### config.mk
export PLATFORM = sky130hd
export DESIGN_NAME = swr_front
export DESIGN_NICKNAME = d
export VERILOG_FILES = /design/src/rtl/swr_pkg.sv /design/src/rtl/swr_front.sv
export SDC_FILE = /design/constraint.sdc
export NUM_CORES = 1
export LEC_CHECK = 0
export ABC_CLOCK_PERIOD_IN_PS = 2200
export CORE_MARGIN = 1.5
export CORE_UTILIZATION = 50
export CTS_CLUSTER_DIAMETER = 200
export DETAILED_ROUTE_END_ITERATION = 8
export DONT_BUFFER_PORTS = 1
export PLACE_DENSITY = 0.76
export SLEW_MARGIN = 20
export SYNTH_ARGS = -nofsm -noshare
export SYNTH_HDL_FRONTEND = slang
export SYNTH_SLANG_ARGS = --single-unit
export TNS_END_PERCENT = 50
### constraint.sdc
create_clock -name clock -period 2.2 [get_ports clock]
set_clock_uncertainty 0.15 [all_clocks]
set_input_delay 0.11 -clock clock [delete_from_list [all_inputs] [get_ports clock]]
set_output_delay 0.11 -clock clock [all_outputs]
set_load 0.05 [all_outputs]
### src/rtl/swr_pkg.sv
// Shared types, constants and state encoding for the two-channel window reject block.
// No dependencies; every other rtl file except swr_ram imports this package.
`default_nettype none

package swr_pkg;

   // Defaults for the top-level parameters
   localparam int WINDOW_DEF    = 49;
   localparam int CODE_BITS_DEF = 24;

   // Fixed field widths at the ports
   localparam int IN_CODE_W  = 24;
   localparam int OUT_CODE_W = 24;
   localparam int CHAN_W     = 2;
   localparam int CUT_W      = 24;
   localparam int SIGMA_W    = 8;
   localparam int SIGMA_SQ_W = 2 * SIGMA_W;
   localparam int CSR_ADDR_W = 2;
   localparam int CSR_DATA_W = 24;

   // Multiplier digit width (bits of the second operand per step)
   localparam int MUL_DIGIT = 8;

   // Queue between front and back
   localparam int QUEUE_DEPTH = 2;

   // Register indexes
   localparam logic [CSR_ADDR_W-1:0] CSR_CUTOFF = 2'd0;
   localparam logic [CSR_ADDR_W-1:0] CSR_SIGMA  = 2'd1;

   // Register reset values
   localparam logic [CUT_W-1:0]   CUTOFF_RST = 24'd335544;
   localparam logic [SIGMA_W-1:0] SIGMA_RST  = 8'd16;

   // Channel tags that are stored
   localparam logic [CHAN_W-1:0] CHAN_X = 2'd0;
   localparam logic [CHAN_W-1:0] CHAN_Z = 2'd1;

   typedef struct packed {
      logic [IN_CODE_W-1:0] sample_code;
      logic [CHAN_W-1:0]    chan;
   } req_type;

   typedef struct packed {
      logic [OUT_CODE_W-1:0] x_code;
      logic                  x_valid;
      logic [OUT_CODE_W-1:0] z_code;
      logic                  z_valid;
   } rsp_type;

   // One queued beat, already classified
   typedef struct packed {
      logic [IN_CODE_W-1:0] code;
      logic                 chan1;
      logic                 keep;
   } q_item_type;

   typedef enum logic [3:0] {
      ST_IDLE,
      ST_WRITE,
      ST_READ,
      ST_DATA,
      ST_MWAIT,
      ST_NQ,
      ST_SQ,
      ST_LIM,
      ST_RESULT
   } back_state_type;

endpackage

`default_nettype wire

### src/rtl/swr_front.sv
// Front end: accepts request beats, tags stored channels, queues them for the back end.
// Depends on swr_pkg (req_type, q_item_type, QUEUE_DEPTH).
`default_nettype none

module swr_front
   import swr_pkg::*;
(
   input  wire logic       clock,
   input  wire logic       reset,
   input  wire logic       req_valid,
   output logic            req_ready,
   input  wire req_type    req_data,
   output logic            q_valid,
   output q_item_type      q_item,
   input  wire logic       q_pop
);

   localparam int QP_W = $clog2(QUEUE_DEPTH);
   localparam int QC_W = $clog2(QUEUE_DEPTH + 1);

   q_item_type      q_ff [QUEUE_DEPTH];
   logic [QP_W-1:0] wr_ptr_ff;
   logic [QP_W-1:0] rd_ptr_ff;
   logic [QC_W-1:0] cnt_ff;
   logic            push;
   logic            pop;
   q_item_type      item_in;

   // classify: only channels 0 and 1 are stored
   always_comb begin
      item_in.code  = req_data.sample_code;
      item_in.chan1 = req_data.chan[0];
      item_in.keep  = req_data.chan inside {CHAN_X, CHAN_Z};
   end

   assign req_ready = (cnt_ff != QC_W'(QUEUE_DEPTH));
   assign q_valid   = (cnt_ff != '0);
   assign q_item    = q_ff[rd_ptr_ff];
   assign push      = req_valid && req_ready;
   assign pop       = q_pop && q_valid;

   // queue pointers and count
   always_ff @(posedge clock) begin
      if (reset) begin
         wr_ptr_ff <= '0;
         rd_ptr_ff <= '0;
         cnt_ff    <= '0;
      end else begin
         if (push) begin
            wr_ptr_ff <= QP_W'(wr_ptr_ff + 1'b1);
         end
         if (pop) begin
            rd_ptr_ff <= QP_W'(rd_ptr_ff + 1'b1);
         end
         if (push && !pop) begin
            cnt_ff <= cnt_ff + 1'b1;
         end else if (pop && !push) begin
            cnt_ff <= cnt_ff - 1'b1;
         end
      end
   end

   always_ff @(posedge clock) begin
      if (push) begin
         q_ff[wr_ptr_ff] <= item_in;
      end
   end

endmodule

`default_nettype wire

==> flow_summary.ini <==
[outcome]
status = complete, no violations

[synthesis]
ys_types = 18
synth_top_area_share_pct = 74.33
synthTopCellsByArea = edfxtp_1 74%, mux2_2 14%, dfxtp_1 4.8%
syn_nets = 137
avgSynthCellArea_um2 = 19.82
ys_seq_elements = 57
netlist_instances = 106
synth_top_cell_by_area = edfxtp_1
netlist_area_um2 = 2101
synth_warnings = 0
yosysSeqAreaShare_pct = 79.09

[grt]
grt_max_degree = 27
grt_pass1_vias = 1054
grt_pass1_wl_um = 5223
antenna_found_initial = 0
grtUsageTotal_pct = 17.53
gr-total-overflow = 0

[timing]
min_period_over_period_pct = 86.05
min_period_ps = 1893
fin_ws_ps = 306.9
hold_viol_final = 0
finalMaxSlewViolations = 0
fmax_ghz = 0.5282
relSlewSlack_pct = 77.75
worst_pin_slew_ps = 333.8
setup_viol = 0
rsz0062_at_grt = false
hold_slack_ps = 121.8
tns_ps = 0

[die]
boundaryPins = 58
num_rows = 23
die_area_um2 = 4600
core-area_um2 = 4029
die_x_um = 67.82
die_h_um = 67.82
initial_utilization_pct = 52.14

[setup_path]
crit_family = buffers and inverters
cp.arrival_ps = 2000
cp_max_fo = 5
endpoint_kind = flip-flop
max_stage_delay_ps = 570
worstPathRequired_ps = 2310
critical_path_class = flip-flop to flip-flop
crit_slowest_cell = dlygate4sd3_1
critPathLaunchType = flip-flop
path_buf_inv = 2
path_cells = nand2b_1 > buf_4 > a21bo_2 > a21oi_1 > dlygate4sd3_1

[route]
ant_nets = 0
num_vias = 1035
drc = 0
wl_um = 3662
drt_iter0_markers = 79
first_pass_iters = 4
routedWlPerCell_um = 18.31
via_per_inst = 5.175

[pwr]
peakVddDrop_mv = 0.9976
leakagePower_nw = 0.9109
power.density_nw_per_um2 = 1270

[clock_network]
clockBufferDepth = 2
cts_sinks = 57
clockRootBuffer = clkbuf_8
cts_buffers = 9
clkLatencyLatePin_ps = 310
cts_setup_buffers = 0
cts.clk_slew.worst_paths_ps = 60
tritoncts = done
h-tree-depth = 3

[place]
port_buffers = 0
place_area_um2 = 2200
hpwl_um = 2165
dp_slack_ps = 465.5
place_congestion = 0.6093

[finish]
nets = 178
area_growth_pct = 25.37
drive_gt1_share_pct = 28.67
design_area_um2 = 2634
diodes = 0

[hold_path]
holdCritPathClass = primary input to flip-flop

[run]
drv_cap = 0
[layout make-up]
| cell class | count | area, µm² |
|---|---|---|
| clock buffer | 13 | 138.9 |
| clock inverter | 1 | 5.005 |
| fill | 312 | 1395 |
| inverter | 2 | 7.507 |
| multi-input combinational | 44 | 412.9 |
| sequential | 57 | 1662 |
| tap | 50 | 62.56 |
| timing repair buffer | 33 | 345.3 |
[state kept, by name, indices dropped and copies added, names as in the netlist, named ones only]
signal and cells:
cnt_ff 2, q_ff 52, rd_ptr_ff 1, wr_ptr_ff 1
[repair_timing]
action,4_1_cts,5_1_grt
endpoints found under the setup margin,0,0
hold buffers,29,0
gates resized for setup,0,0
endpoints found under the hold margin,57,0
[placed cells by master (no fill, tap or decap)]
master,netlist,final
edfxtp_1,52,52
nand3b_1,1,1
clkbuf_1,0,4
buf_4,2,2
a21bo_2,1,1
clkinv_2,0,1
a21oi_1,2,2
clkbuf_8,0,9
dfxtp_1,5,5
and3_2,0,1
buf_12,0,2
xor2_1,3,3
and2_1,1,1
o21ai_0,2,2
nor2_1,3,3
dlygate4sd3_1,0,29
inv_1,2,2
mux2_2,26,26
or2_2,1,1
or3_1,1,1
nand2b_1,1,1
ha_1,1,1
[worst min-delay path, stage by stage]
cell and delay (ps):
and2_1 100, ha_1 180, xor2_1 90, nor2_1 80
[power by group]
part / internal (mW) / switching (mW) / leakage, nW / total, mW
sequential: 1.36 / 0.0515 / 0.527 / 1.41
combinational: 0.311 / 0.880 / 0.311 / 1.19
clock: 0.395 / 0.347 / 0.0733 / 0.743
total: 2.06 / 1.28 / 0.911 / 3.34
[cells in the mapped netlist (all sizes together)]
master,n
xor2,3
and2,1
and3,1
inv,2
nor2,3
nand3b,1
nand2b,1
dfxtp,5
edfxtp,52
mux2,26
a21oi,2
or2,1
buf,3
ha,1
or3,1
a21bo,1
o21ai,2
[final timing paths]
kind / slack (ps) / endpoint / from / cells past startpoint
max: 310 / wr_ptr_ff / cnt_ff[0] / 5
min: 120 / cnt_ff[0] / req_valid / 4
max reg2reg: 310 / wr_ptr_ff / cnt_ff[0] / 5
min reg2reg: 380 / flip-flop / rd_ptr_ff / 2
[per-layer routing]
layer | part of all wire (%) | up-vias | routed length, µm | track usage [%]
li1 | - | 487 | - | -
met4 | 0.63 | 0 | 23 | 12.00
met2 | 58 | 28 | 2121 | 29.41
met5 | 0 | - | 0 | 0
met1 | 36 | 518 | 1326 | 17.72
met3 | 5.2 | 2 | 190 | 7.237
[cells by family (layout without fill, tap and decap cells)]
| logic type | after synthesis | in the layout | synth area share (%) |
|---|---|---|---|
| flops | 57 | 57 | 79.10 |
| fa+ha+maj | 1 | 1 | 0.5955 |
| compound gates | 5 | 5 | 1.429 |
| simple gates | 9 | 9 | 2.383 |
| xor+xnor | 3 | 3 | 1.251 |
| buf+inv | 5 | 49 | 1.310 |
| mux | 26 | 26 | 13.94 |
[stage by stage]
stage	total power, mW	util [%]	cells
after floorplan	2.440	-	106
after detailed placement	2.581	54.60	157
final	3.344	65.37	200
after global routing	3.476	65.37	200
after global placement	2.545	54.60	157
after CTS	3.385	65.37	200
(Power assumes the default switching activity.)
